$ cat config.mk
export PLATFORM = sky130hd
export DESIGN_NAME = unsigned_number_text_parser_unit
export DESIGN_NICKNAME = d
export VERILOG_FILES = /design/src/rtl/unstp_pkg.sv /design/src/rtl/unstp_front.sv /design/src/rtl/unstp_queue.sv /design/src/rtl/unstp_back.sv /design/src/rtl/unsigned_number_text_parser_unit.sv
export SDC_FILE = /design/constraint.sdc
export NUM_CORES = 1
export LEC_CHECK = 0
export BUFFER_PORTS_ARGS = -buffer_cell sky130_fd_sc_hd__buf_2
export CORE_MARGIN = 2
export CORE_UTILIZATION = 50
export CTS_CLUSTER_DIAMETER = 80
export DETAILED_ROUTE_END_ITERATION = 16
export GPL_TIMING_DRIVEN = 1
export HOLD_SLACK_MARGIN = 0.08
export PLACE_DENSITY = 0.68
export SYNTH_ARGS = -nofsm -noshare
export SYNTH_HDL_FRONTEND = slang
export SYNTH_SLANG_ARGS = --single-unit
$ cat constraint.sdc
create_clock -name clk -period 8.9 [get_ports clk]
set_input_delay 1.335 -clock clk [delete_from_list [all_inputs] [get_ports clk]]
set_output_delay 1.335 -clock clk [all_outputs]
set_load 0.05 [all_outputs]
$ cat src/rtl/unstp_pkg.sv
// Shared types and constants of the unsigned number text parser.
`timescale 1ns / 1ps
package unstp_pkg;

    localparam int OUT_POS_W   = 16;
    localparam int QUEUE_DEPTH = 2;
    localparam int QPTR_W      = $clog2(QUEUE_DEPTH);
    localparam int QCNT_W      = $clog2(QUEUE_DEPTH + 1);

    localparam logic [7:0] CH_SPACE = 8'h20;
    localparam logic [7:0] CH_TAB   = 8'h09;
    localparam logic [7:0] CH_NL    = 8'h0A;
    localparam logic [7:0] CH_ZERO  = 8'h30;
    localparam logic [7:0] CH_NINE  = 8'h39;
    localparam logic [7:0] CH_LA    = 8'h61;
    localparam logic [7:0] CH_LZ    = 8'h7A;
    localparam logic [7:0] CH_UA    = 8'h41;
    localparam logic [7:0] CH_UZ    = 8'h5A;
    localparam logic [7:0] CH_LX    = 8'h78;
    localparam logic [7:0] CH_UX    = 8'h58;

    localparam logic [5:0] BASE_AUTO = 6'd0;
    localparam logic [5:0] BASE_OCT  = 6'd8;
    localparam logic [5:0] BASE_DEC  = 6'd10;
    localparam logic [5:0] BASE_HEX  = 6'd16;
    localparam logic [5:0] LETTER_OFS = 6'd10;

    typedef enum logic [1:0] {
        PH_SKIP,
        PH_PEND,
        PH_DIGITS,
        PH_DONE
    } phase_t;

    // Classified character as it travels from the front to the back.
    typedef struct packed {
        logic       first;
        logic [5:0] base_req;
        logic       is_digit;
        logic [5:0] digit;
        logic       is_ws;
        logic       is_zero;
        logic       is_x;
    } item_t;

endpackage

$ cat src/rtl/unstp_front.sv
// Front end: accepts character transactions and classifies each byte.
`timescale 1ns / 1ps
module unstp_front (
    input  logic                in_valid,
    output logic                in_stall,
    input  logic [7:0]          ch,
    input  logic                first,
    input  logic [5:0]          base_req,
    input  logic                q_full,
    output logic                push,
    output unstp_pkg::item_t    item
);
    import unstp_pkg::*;

    assign in_stall = q_full;
    assign push     = in_valid && !q_full;

    always_comb
    begin
        item.first    = first;
        item.base_req = base_req;
        item.is_ws    = (ch == CH_SPACE) || (ch == CH_TAB) || (ch == CH_NL);
        item.is_zero  = (ch == CH_ZERO);
        item.is_x     = (ch == CH_LX) || (ch == CH_UX);
        item.is_digit = 1'b1;
        if (ch >= CH_ZERO && ch <= CH_NINE)
        begin
            item.digit = 6'(ch - CH_ZERO);
        end
        else if (ch >= CH_LA && ch <= CH_LZ)
        begin
            item.digit = 6'(ch - CH_LA) + LETTER_OFS;
        end
        else if (ch >= CH_UA && ch <= CH_UZ)
        begin
            item.digit = 6'(ch - CH_UA) + LETTER_OFS;
        end
        else
        begin
            item.digit    = '0;
            item.is_digit = 1'b0;
        end
    end

endmodule

$ cat src/rtl/unstp_queue.sv
// Short queue of classified characters between the front and the back.
`timescale 1ns / 1ps
module unstp_queue (
    input  logic                clk,
    input  logic                rst_n,
    input  logic                push,
    input  unstp_pkg::item_t    item_in,
    output logic                full,
    input  logic                pop,
    output logic                q_valid,
    output unstp_pkg::item_t    item_out
);
    import unstp_pkg::*;

    item_t              mem_reg [QUEUE_DEPTH];
    logic [QPTR_W-1:0]  wr_ptr_reg;
    logic [QPTR_W-1:0]  rd_ptr_reg;
    logic [QCNT_W-1:0]  count_reg;
    logic [QCNT_W-1:0]  count_next;

    assign full     = (count_reg == QCNT_W'(QUEUE_DEPTH));
    assign q_valid  = (count_reg != '0);
    assign item_out = mem_reg[rd_ptr_reg];

    always_comb
    begin
        count_next = count_reg;
        if (push && !pop)
        begin
            count_next = count_reg + 1'b1;
        end
        else if (pop && !push)
        begin
            count_next = count_reg - 1'b1;
        end
    end

    always_ff @(posedge clk or negedge rst_n)
    begin
        if (!rst_n)
        begin
            wr_ptr_reg <= '0;
            rd_ptr_reg <= '0;
            count_reg  <= '0;
        end
        else
        begin
            count_reg <= count_next;
            if (push)
            begin
                wr_ptr_reg <= (wr_ptr_reg == QPTR_W'(QUEUE_DEPTH - 1)) ? '0 : wr_ptr_reg + 1'b1;
            end
            if (pop)
            begin
                rd_ptr_reg <= (rd_ptr_reg == QPTR_W'(QUEUE_DEPTH - 1)) ? '0 : rd_ptr_reg + 1'b1;
            end
        end
    end

    always_ff @(posedge clk)
    begin
        if (push)
        begin
            mem_reg[wr_ptr_reg] <= item_in;
        end
    end

endmodule

$ cat src/rtl/unstp_back.sv
// Back end: parse state machine, accumulator and output register.
`timescale 1ns / 1ps
module unstp_back #(
    parameter int POS_WIDTH = 16
) (
    input  logic                clk,
    input  logic                rst_n,
    input  logic                q_valid,
    input  unstp_pkg::item_t    item,
    output logic                pop,
    output logic                out_valid,
    input  logic                out_stall,
    output logic [63:0]         value,
    output logic [15:0]         stop_offset,
    output logic                done_res,
    output logic [5:0]          base_used
);
    import unstp_pkg::*;

    localparam int EXT_W = (POS_WIDTH > OUT_POS_W) ? POS_WIDTH : OUT_POS_W;

    phase_t                 phase_reg, phase_next, e_phase;
    logic [5:0]             base_reg, base_next, e_base, base_mid;
    logic [63:0]            acc_reg, acc_next, e_acc, prod;
    logic [POS_WIDTH-1:0]   pos_reg, pos_next, e_pos, pos_inc;
    logic [EXT_W-1:0]       pos_ext;
    logic                   auto_or_hex, digit_ok, take, count_it;

    logic                   out_valid_reg;
    logic [63:0]            value_reg;
    logic [15:0]            offset_reg, offset_next;
    logic                   done_reg;
    logic [5:0]             base_used_reg;

    assign pop = q_valid && (!out_valid_reg || !out_stall);

    // Apply the start of a new string before the byte itself.
    always_comb
    begin
        e_phase = item.first ? PH_SKIP : phase_reg;
        e_base  = item.first ? item.base_req : base_reg;
        e_acc   = item.first ? '0 : acc_reg;
        e_pos   = item.first ? '0 : pos_reg;
    end

    assign auto_or_hex = (e_base == BASE_AUTO) || (e_base == BASE_HEX);
    assign pos_inc     = (e_pos == '1) ? e_pos : e_pos + 1'b1;

    always_comb
    begin
        case (e_phase)
            PH_SKIP:
            begin
                base_mid = (e_base == BASE_AUTO) ? BASE_DEC : e_base;
            end
            PH_PEND:
            begin
                if (e_base != BASE_AUTO)
                begin
                    base_mid = e_base;
                end
                else
                begin
                    base_mid = item.is_x ? BASE_HEX : BASE_OCT;
                end
            end
            default:
            begin
                base_mid = e_base;
            end
        endcase
    end

    assign digit_ok = item.is_digit && (item.digit < base_mid);

    // Next parse phase.
    always_comb
    begin
        case (e_phase)
            PH_SKIP:
            begin
                if (item.is_ws)
                begin
                    phase_next = PH_SKIP;
                end
                else if (item.is_zero && auto_or_hex)
                begin
                    phase_next = PH_PEND;
                end
                else
                begin
                    phase_next = digit_ok ? PH_DIGITS : PH_DONE;
                end
            end
            PH_PEND:
            begin
                if (item.is_x)
                begin
                    phase_next = PH_DIGITS;
                end
                else
                begin
                    phase_next = digit_ok ? PH_DIGITS : PH_DONE;
                end
            end
            PH_DIGITS:
            begin
                phase_next = digit_ok ? PH_DIGITS : PH_DONE;
            end
            default:
            begin
                phase_next = PH_DONE;
            end
        endcase
    end

    // Datapath controls per phase.
    always_comb
    begin
        take     = 1'b0;
        count_it = 1'b0;
        case (e_phase)
            PH_SKIP:
            begin
                if (item.is_ws || (item.is_zero && auto_or_hex))
                begin
                    count_it = 1'b1;
                end
                else
                begin
                    take = 1'b1;
                end
            end
            PH_PEND:
            begin
                if (item.is_x)
                begin
                    count_it = 1'b1;
                end
                else
                begin
                    take = 1'b1;
                end
            end
            PH_DIGITS:
            begin
                take = 1'b1;
            end
            default:
            begin
                take = 1'b0;
            end
        endcase
    end

    assign prod = e_acc * 64'(base_mid);

    always_comb
    begin
        base_next = (take || count_it) && (e_phase != PH_SKIP || take) ? base_mid : e_base;
        acc_next  = (take && digit_ok) ? prod + 64'(item.digit) : e_acc;
        pos_next  = (count_it || (take && digit_ok)) ? pos_inc : e_pos;
        pos_ext   = EXT_W'(pos_next);
        offset_next = ((pos_ext >> OUT_POS_W) != '0) ? '1 : pos_ext[OUT_POS_W-1:0];
    end

    always_ff @(posedge clk or negedge rst_n)
    begin
        if (!rst_n)
        begin
            phase_reg     <= PH_SKIP;
            base_reg      <= '0;
            acc_reg       <= '0;
            pos_reg       <= '0;
            out_valid_reg <= 1'b0;
        end
        else
        begin
            if (pop)
            begin
                phase_reg <= phase_next;
                base_reg  <= base_next;
                acc_reg   <= acc_next;
                pos_reg   <= pos_next;
            end
            if (pop)
            begin
                out_valid_reg <= 1'b1;
            end
            else if (!out_stall)
            begin
                out_valid_reg <= 1'b0;
            end
        end
    end

    always_ff @(posedge clk)
    begin
        if (pop)
        begin
            value_reg     <= acc_next;
            offset_reg    <= offset_next;
            done_reg      <= (phase_next == PH_DONE);
            base_used_reg <= (phase_next == PH_DIGITS || phase_next == PH_DONE) ? base_next : '0;
        end
    end

    assign out_valid   = out_valid_reg;
    assign value       = value_reg;
    assign stop_offset = offset_reg;
    assign done_res    = done_reg;
    assign base_used   = base_used_reg;

`ifndef SYNTHESIS
    a_pop_needs_item: assert property (@(posedge clk) disable iff (!rst_n)
        pop |-> q_valid)
        else $error("pop from an empty queue");

    a_done_has_base: assert property (@(posedge clk) disable iff (!rst_n)
        (out_valid_reg && done_reg) |-> (base_used_reg != '0))
        else $error("done result without an effective base");

    a_done_holds_acc: assert property (@(posedge clk) disable iff (!rst_n)
        (phase_reg == PH_DONE && !(pop && item.first)) |=> (acc_reg == $past(acc_reg)))
        else $error("accumulator moved after parse finished");

    a_pos_monotone: assert property (@(posedge clk) disable iff (!rst_n)
        (pop && !item.first) |=> (pos_reg >= $past(pos_reg)))
        else $error("position decreased within a string");
`endif

endmodule

$ cat src/rtl/unsigned_number_text_parser_unit.sv
// Top level of the unsigned number text parser.
// Usage:
//   Input channel (in_valid / in_stall) carries one character per transaction:
//   ch, first and base_req. first = 1 starts a new string with base base_req
//   (0 = auto: 0x -> 16, leading 0 -> 8, else 10).
//   Output channel (out_valid / out_stall) returns one result per character:
//   running value, stop_offset, done_res and base_used.
//   Throughput: one character per cycle while out_stall is low, set by the 64 x 6
//   bit multiply-add that updates the accumulator in the back end per character.
//   A character accepted into the queue is parsed from there into the output
//   register, which presents the result.
//   A two-entry queue separates classification from parsing, so input is
//   stalled only when the queue is full, which happens when the receiver
//   holds out_stall; results then wait in the output register.
//   Reset clears the queue, the output valid and the parse state (auto base).
`timescale 1ns / 1ps
module unsigned_number_text_parser_unit #(
    parameter int POS_WIDTH = 16
) (
    input  logic        clk,
    input  logic        rst_n,
    input  logic        in_valid,
    output logic        in_stall,
    input  logic [7:0]  ch,
    input  logic        first,
    input  logic [5:0]  base_req,
    output logic        out_valid,
    input  logic        out_stall,
    output logic [63:0] value,
    output logic [15:0] stop_offset,
    output logic        done_res,
    output logic [5:0]  base_used
);
    import unstp_pkg::*;

    item_t  front_item;
    item_t  back_item;
    logic   push;
    logic   pop;
    logic   q_full;
    logic   q_valid;

    unstp_front u_front (
        .in_valid (in_valid),
        .in_stall (in_stall),
        .ch       (ch),
        .first    (first),
        .base_req (base_req),
        .q_full   (q_full),
        .push     (push),
        .item     (front_item)
    );

    unstp_queue u_queue (
        .clk      (clk),
        .rst_n    (rst_n),
        .push     (push),
        .item_in  (front_item),
        .full     (q_full),
        .pop      (pop),
        .q_valid  (q_valid),
        .item_out (back_item)
    );

    unstp_back #(
        .POS_WIDTH (POS_WIDTH)
    ) u_back (
        .clk         (clk),
        .rst_n       (rst_n),
        .q_valid     (q_valid),
        .item        (back_item),
        .pop         (pop),
        .out_valid   (out_valid),
        .out_stall   (out_stall),
        .value       (value),
        .stop_offset (stop_offset),
        .done_res    (done_res),
        .base_used   (base_used)
    );

endmodule

==> results of run 1 <==
[final cells by class]
cell class	instances	share of cell area, %
Clock inverter	14	0.492
Inverter	83	1.40
Multi-Input combinational cell	1768	62.8
Tap cell	532	2.94
Timing Repair Buffer	129	3.10
Sequential cell	214	26.3
Clock buffer	32	2.97
[layer usage]
metal  wire, µm  vias to the layer above  GRT usage (%)  share of wire, %
li1           -                     7489              -                 -
met1      23300                     8165           35.7                44
met2      24400                      609           40.1                46
met3       3910                      101           4.15               7.3
met4       1690                        0           8.78               3.2
met5          0                        -              0                 0
[cell usage in the layout (no fill, tap or decap), types with 25 or more instances in the layout]
cell type	count
nand3_1	40
o21ai_0	101
edfxtp_1	121
nand2_1	268
fa_1	240
dfrtp_1	93
mux2i_1	36
a21oi_1	107
a21o_1	40
xnor2_1	50
inv_1	78
buf_2	106
clkbuf_16	25
ha_1	149
xor2_1	35
nor2_1	409
[synth_stat cells (15+ instances only)]
| library cell | instances |
|---|---|
| o21ai_0 | 101 |
| buf_1 | 20 |
| o21bai_1 | 24 |
| and2_1 | 15 |
| a21oi_1 | 107 |
| mux2_2 | 21 |
| nand4_1 | 16 |
| xnor2_1 | 50 |
| xor2_1 | 35 |
| dfrtp_1 | 93 |
| nand2_1 | 269 |
| nor2_1 | 409 |
| a21o_1 | 40 |
| mux2i_1 | 36 |
| inv_1 | 82 |
| a31oi_1 | 17 |
| clkbuf_1 | 73 |
| ha_1 | 149 |
| a22o_1 | 23 |
| fa_1 | 240 |
| edfxtp_1 | 121 |
| nand3_1 | 40 |
[worst min-delay path: cells and delay by family, from the launching register on]
family           cells  cell delay, ps
flip-flops           1             340
AND/OR/NAND/NOR      2             100
[power by group]
part | leakage, nW | internal, mW | switching (mW)
logic | 8.16 | 0.796 | 2.47
registers | 2.46 | 1.41 | 0.141
clock network | 0.383 | 0.566 | 0.430
total | 11.0 | 2.77 | 3.04
[per-stage QoR]
step	util [%]	std cells
global route	55.2	2772
detailed placement	53.3	2726
finish	55.2	2772
floorplan	-	2169
global placement	53.3	2726
CTS	55.2	2772
[worst max path at each step]
stage                                start                to  slack (ps)  cells past startpoint
finish              u_queue.mem_reg[0][16]  u_back.value[57]         930                     27
global route            u_queue.rd_ptr_reg  u_back.value[62]         370                     23
detailed placement  u_queue.mem_reg[0][16]  u_back.value[57]        1020                     27
floorplan           u_queue.mem_reg[0][16]  u_back.value[57]         920                     32
CTS                 u_queue.mem_reg[0][16]  u_back.value[57]         990                     27
global placement    u_queue.mem_reg[0][16]  u_back.value[57]        1230                     27
[cells by family (layout without fill, tap and decap cells)]
logic type / count (synthesis) / after routing / share of synthesized area [%]
compound gates: 405 / 405 / 12.4
xor+xnor: 87 / 87 / 3.78
fa+ha+maj: 389 / 389 / 32.0
buf+inv: 187 / 258 / 3.48
flops: 214 / 214 / 28.6
mux: 60 / 60 / 3.09
simple gates: 827 / 827 / 16.7
==> impl_metrics.py, run 1 <==
metrics = {
    "drt": {
        "wl_mm": 53.4,
        "drt_iter0_markers": 1219,
        "vias": 16400,
        "firstDrtPassIters": 8,
        "vias_per_cell": 5.90,
        "antenna_left": 0,
        "wl_per_cell_um": 19.3,
        "drc": 0,
    },
    "hold_path": {
        "min-delay-start": "u_back.acc_reg[3]",
        "min_delay_worst_endpoint": "u_back.acc_reg[3]",
        "hp-class": "reg -> reg",
        "hold_path_depth": 2,
    },
    "synthesis": {
        "synth_area_leaders": "fa_1 (23%), edfxtp_1 (17%), dfrtp_1 (11%), ha_1 (8.9%), nor2_1 (7.4%)",
        "synth_area_um2": 20900,
        "yosysSeqAreaShare_pct": 28.6,
        "async_flop_share_pct": 43.5,
        "syn_area_per_cell_um2": 9.62,
        "yosys.area.top_type_share_pct": 23.0,
        "synth_top_area_cell": "fa_1",
        "ys.warnings.count": 0,
        "ys_types": 86,
        "syn_inst": 2169,
        "yosys_most_used_dff": "edfxtp_1",
        "synth_seq_cells": 214,
        "syn_nets": 2577,
        "synth-edff-count": 121,
    },
    "place": {
        "dpl-instance-area_um2": 21900,
        "pre_cts_slack_ps": 1020,
        "portBuffers": 107,
        "place_congestion": 0.928,
        "hpwl_mm": 40.1,
    },
    "cts": {
        "clk_pin_slew_worst_paths_ps": 60,
        "numCtsBuffers": 25,
        "cts_root_buffer": "clkbuf_16",
        "clk-insertion-delay-late_ps": 550,
        "cts_tree": "done",
        "post_cts_resized": 0,
        "cts_buffer_depth": 3,
        "cts_setup_buffers": 0,
        "cts_hold_buf": 0,
        "clkSinkCount": 214,
        "htreeDepth": 1,
    },
    "worst_setup_path": {
        "worst-endpoint-required_ps": 9200,
        "critPathCaptureType": "register",
        "cp.arrival_ps": 8270,
        "reg2reg_depth": 27,
        "start_kind": "register",
        "critPathKind": "reg -> reg",
        "slowest_delay_ps": 570,
        "path_buf_inv": 5,
        "r2r_end": "u_back.value[57]",
        "path_delay_family": "compound AO/OA/AOI/OAI gates",
        "cp_slowest_cell": "edfxtp_1",
        "r2r_start": "u_queue.mem_reg[0][16]",
        "rrSetupSlack_ps": 930,
        "crit_fanout": 31,
    },
    "sta": {
        "hold_viol": 0,
        "finalSetupViolations": 0,
        "worst_pin_slew_ps": 1110,
        "timing.final.crit_share_pct": 89.5,
        "maxSlewHeadroom_pct": 25.8,
        "worst_slack_ps": 931,
        "skew_ps": 13.8,
        "tns_ps": 0,
        "fmax_mhz": 125,
        "min_period_ps": 7970,
        "rsz0062_at_grt": "false",
        "drv_slew": 0,
        "whs_ps": 476,
    },
    "finish": {
        "multi_input_area_um2": 14200,
        "diodes": 0,
        "design_area_um2": 22700,
        "nNetsFinal": 2629,
        "nFillCells": 3640,
        "seqCellArea_um2": 5960,
        "area_delta_synth_final_pct": 8.55,
        "drive_gt1_share_pct": 9.87,
    },
    "power": {
        "power_per_cell_area_nw_per_um2": 256,
        "irDropWorstVdd_mv": 0.189,
        "p_leak_nw": 11.0,
        "total_power_mw": 5.81,
    },
    "global_route": {
        "grtUsageTotal_pct": 25.4,
        "grt_overflow_total": 0,
        "grt_pass1_vias": 17100,
        "grt_max_degree": 74,
        "grt_first_pass_wirelength_mm": 89.7,
        "antenna_found_initial": 0,
    },
    "die": {
        "ios": 108,
        "core_um2": 41000,
        "rows": 74,
        "dieWidth_um": 208,
        "start_util_pct": 50.9,
        "die_h_um": 208,
        "design.die.area_um2": 43400,
    },
    "job": {
        "drv_cap": 0,
    },
    "run_status": {
        "status": "finished, final reports clean",
    },
}
Note: power is estimated with default switching activity, not from simulation.
==> run 2: changes to the inputs <==
--- a/config.mk
+++ b/config.mk
@@ -13,6 +13,7 @@
 export GPL_TIMING_DRIVEN = 1
 export HOLD_SLACK_MARGIN = 0.08
 export PLACE_DENSITY = 0.68
+export REMOVE_ABC_BUFFERS = 1
 export SYNTH_ARGS = -nofsm -noshare
 export SYNTH_HDL_FRONTEND = slang
 export SYNTH_SLANG_ARGS = --single-unit
==> run 2 against run 1 <==
  * Non-clock buffer count is the same
  * Hold slack worse by 4.6 ps
  * Combinational power is 2% higher
  * Fmax fell by 2.3%
  * Wire length grew 3.2%
  * Clock skew up 12 ps
  * Die area stayed put
  * Via count down 0.46%
  * Power is 3.2% higher
  * Critical endpoint is now u_back.value[62]
==> impl_metrics.py, run 2 (synthesis gave the netlist of run 1 again) <==
metrics = {
    "drt": {
        "vias": 16300,
        "vias_per_cell": 5.86,
        "antenna_left": 0,
        "firstDrtPassIters": 5,
        "drc": 0,
        "wl_per_cell_um": 19.8,
        "wl_mm": 55.1,
        "drt_iter0_markers": 976,
    },
    "global_route": {
        "grt_pass1_vias": 17000,
        "grtUsageTotal_pct": 25.9,
        "antenna_found_initial": 0,
        "grt_first_pass_wirelength_mm": 90.6,
        "grt_max_degree": 99,
        "grt_overflow_total": 0,
    },
    "worst_setup_path": {
        "rrSetupSlack_ps": 740,
        "critPathKind": "reg -> reg",
        "r2r_end": "u_back.value[62]",
        "reg2reg_depth": 24,
        "r2r_start": "u_queue.mem_reg[0][16]",
        "crit_fanout": 61,
        "cp.arrival_ps": 8450,
        "slowest_delay_ps": 830,
        "worst-endpoint-required_ps": 9190,
        "critPathCaptureType": "register",
        "path_delay_family": "adder cells",
        "cp_slowest_cell": "a2111oi_0",
        "path_buf_inv": 2,
        "cp_cell_sequence": "mux2i_4 > and2_1 > inv_1 > ha_1 > a211oi_2 > nor2_1 > a31oi_4 > buf_4 > nor2_1 > fa_1 > fa_1 > fa_1 > ha_1 > ha_1 > and2_1 > and4_1 > a21bo_2 > a2111oi_0 > o211ai_1 > nand2_1 > o41a_1 > a31oi_1 > xnor2_1 > mux2i_1",
        "start_kind": "register",
    },
    "place": {
        "portBuffers": 107,
        "hpwl_mm": 39.5,
        "dpl-instance-area_um2": 21900,
        "placed_cells": 2726,
        "place_congestion": 0.915,
        "pre_cts_slack_ps": 728,
    },
    "power": {
        "irDropWorstVdd_mv": 0.290,
        "p_int_mw": 2.87,
        "swShare_pct": 52.1,
        "p_sw_mw": 3.12,
        "power_per_cell_area_nw_per_um2": 263,
        "p_comb_share_pct": 55.6,
        "power.share.sequential_pct": 25.6,
        "p_leak_nw": 11.1,
        "total_power_mw": 5.99,
        "clockPowerShare_pct": 18.8,
    },
    "sta": {
        "worst_pin_slew_ps": 977,
        "skew_ps": 25.5,
        "fmax_mhz": 123,
        "drv_slew": 0,
        "rsz0062_at_grt": "false",
        "maxSlewHeadroom_pct": 34.8,
        "timing.final.crit_share_pct": 91.7,
        "hold_viol": 0,
        "tns_ps": 0,
        "whs_ps": 472,
        "min_period_ps": 8160,
        "worst_slack_ps": 740,
        "finalSetupViolations": 0,
    },
    "run_status": {
        "status": "finished, final reports clean",
    },
    "finish": {
        "area_delta_synth_final_pct": 9.25,
        "stdcell_count": 2778,
        "final_core_util_pct": 55.6,
        "multi_input_area_um2": 14200,
        "seqCellArea_um2": 5960,
        "mostFrequentLayoutCell": "nor2_1",
        "layout_common_cells": "nor2_1 (408), nand2_1 (268), fa_1 (240)",
        "diodes": 0,
        "nFillCells": 3665,
        "drive_gt1_share_pct": 10.2,
        "nNetsFinal": 2632,
        "design_area_um2": 22800,
    },
    "cts": {
        "cts_hold_buf": 0,
        "numCtsBuffers": 28,
        "cts_tree": "done",
        "cts_buffer_depth": 3,
        "post_cts_resized": 0,
        "clk-insertion-delay-late_ps": 580,
        "cts_setup_buffers": 0,
        "clkSinkCount": 214,
        "cts_root_buffer": "clkbuf_16",
        "clk_pin_slew_worst_paths_ps": 60,
        "htreeDepth": 1,
    },
    "die": {
        "dieWidth_um": 208,
        "core_um2": 41000,
        "start_util_pct": 50.9,
        "design.die.area_um2": 43400,
        "rows": 74,
        "die_h_um": 208,
        "ios": 108,
    },
    "job": {
        "drv_cap": 0,
    },
    "hold_path": {
        "hp-class": "reg -> reg",
        "min_delay_worst_endpoint": "u_back.pos_reg[1]",
        "min-delay-start": "u_back.pos_reg[1]",
        "hold_path_depth": 2,
    },
}
## run 2: final cells by class
type | instances | area share, %
clock buffer | 36 | 3.29
clock inverter | 16 | 0.719
inverter | 83 | 1.39
multi-input combinational | 1768 | 62.4
sequential | 214 | 26.1
tap | 532 | 2.92
timing repair buffer | 129 | 3.14
## run 2: metal layers
layer,share of wire (%),GRT usage (%)
met3,6.3,3.83
met5,0,0
met1,44,35.7
met2,47,42.6
met4,2.3,7.44
## run 2: worst max-delay path by stage
| stage | start | cells after the start | end | slack [ps] |
|---|---|---|---|---|
| after global routing | u_queue.mem_reg[0][16] | 24 | u_back.value[62] | 280 |
| after global placement | u_queue.mem_reg[0][16] | 23 | u_back.value[56] | 1050 |
| final | u_queue.mem_reg[0][16] | 24 | u_back.value[62] | 740 |
| after CTS | u_queue.mem_reg[0][16] | 24 | u_back.value[62] | 690 |
| after floorplan | u_queue.rd_ptr_reg | 16 | u_back.acc_reg[47] | -2030 |
| after detailed placement | u_queue.mem_reg[0][16] | 24 | u_back.value[62] | 730 |
## run 2: power groups by stage
stage,Clock [mW],Combinational [mW],Sequential [mW]
after global routing,1.19,3.57,1.56
after global placement,0,3.24,1.54
after detailed placement,0,3.30,1.55
final,1.13,3.33,1.53
after floorplan,0,1.66,2.10
after CTS,1.16,3.32,1.53
## run 2: tightest hold or removal path: cells and delay by family (launching register included)
family / cells / cell delay [ps]
flip-flops: 1 / 340
AND/OR/NAND/NOR: 2 / 100
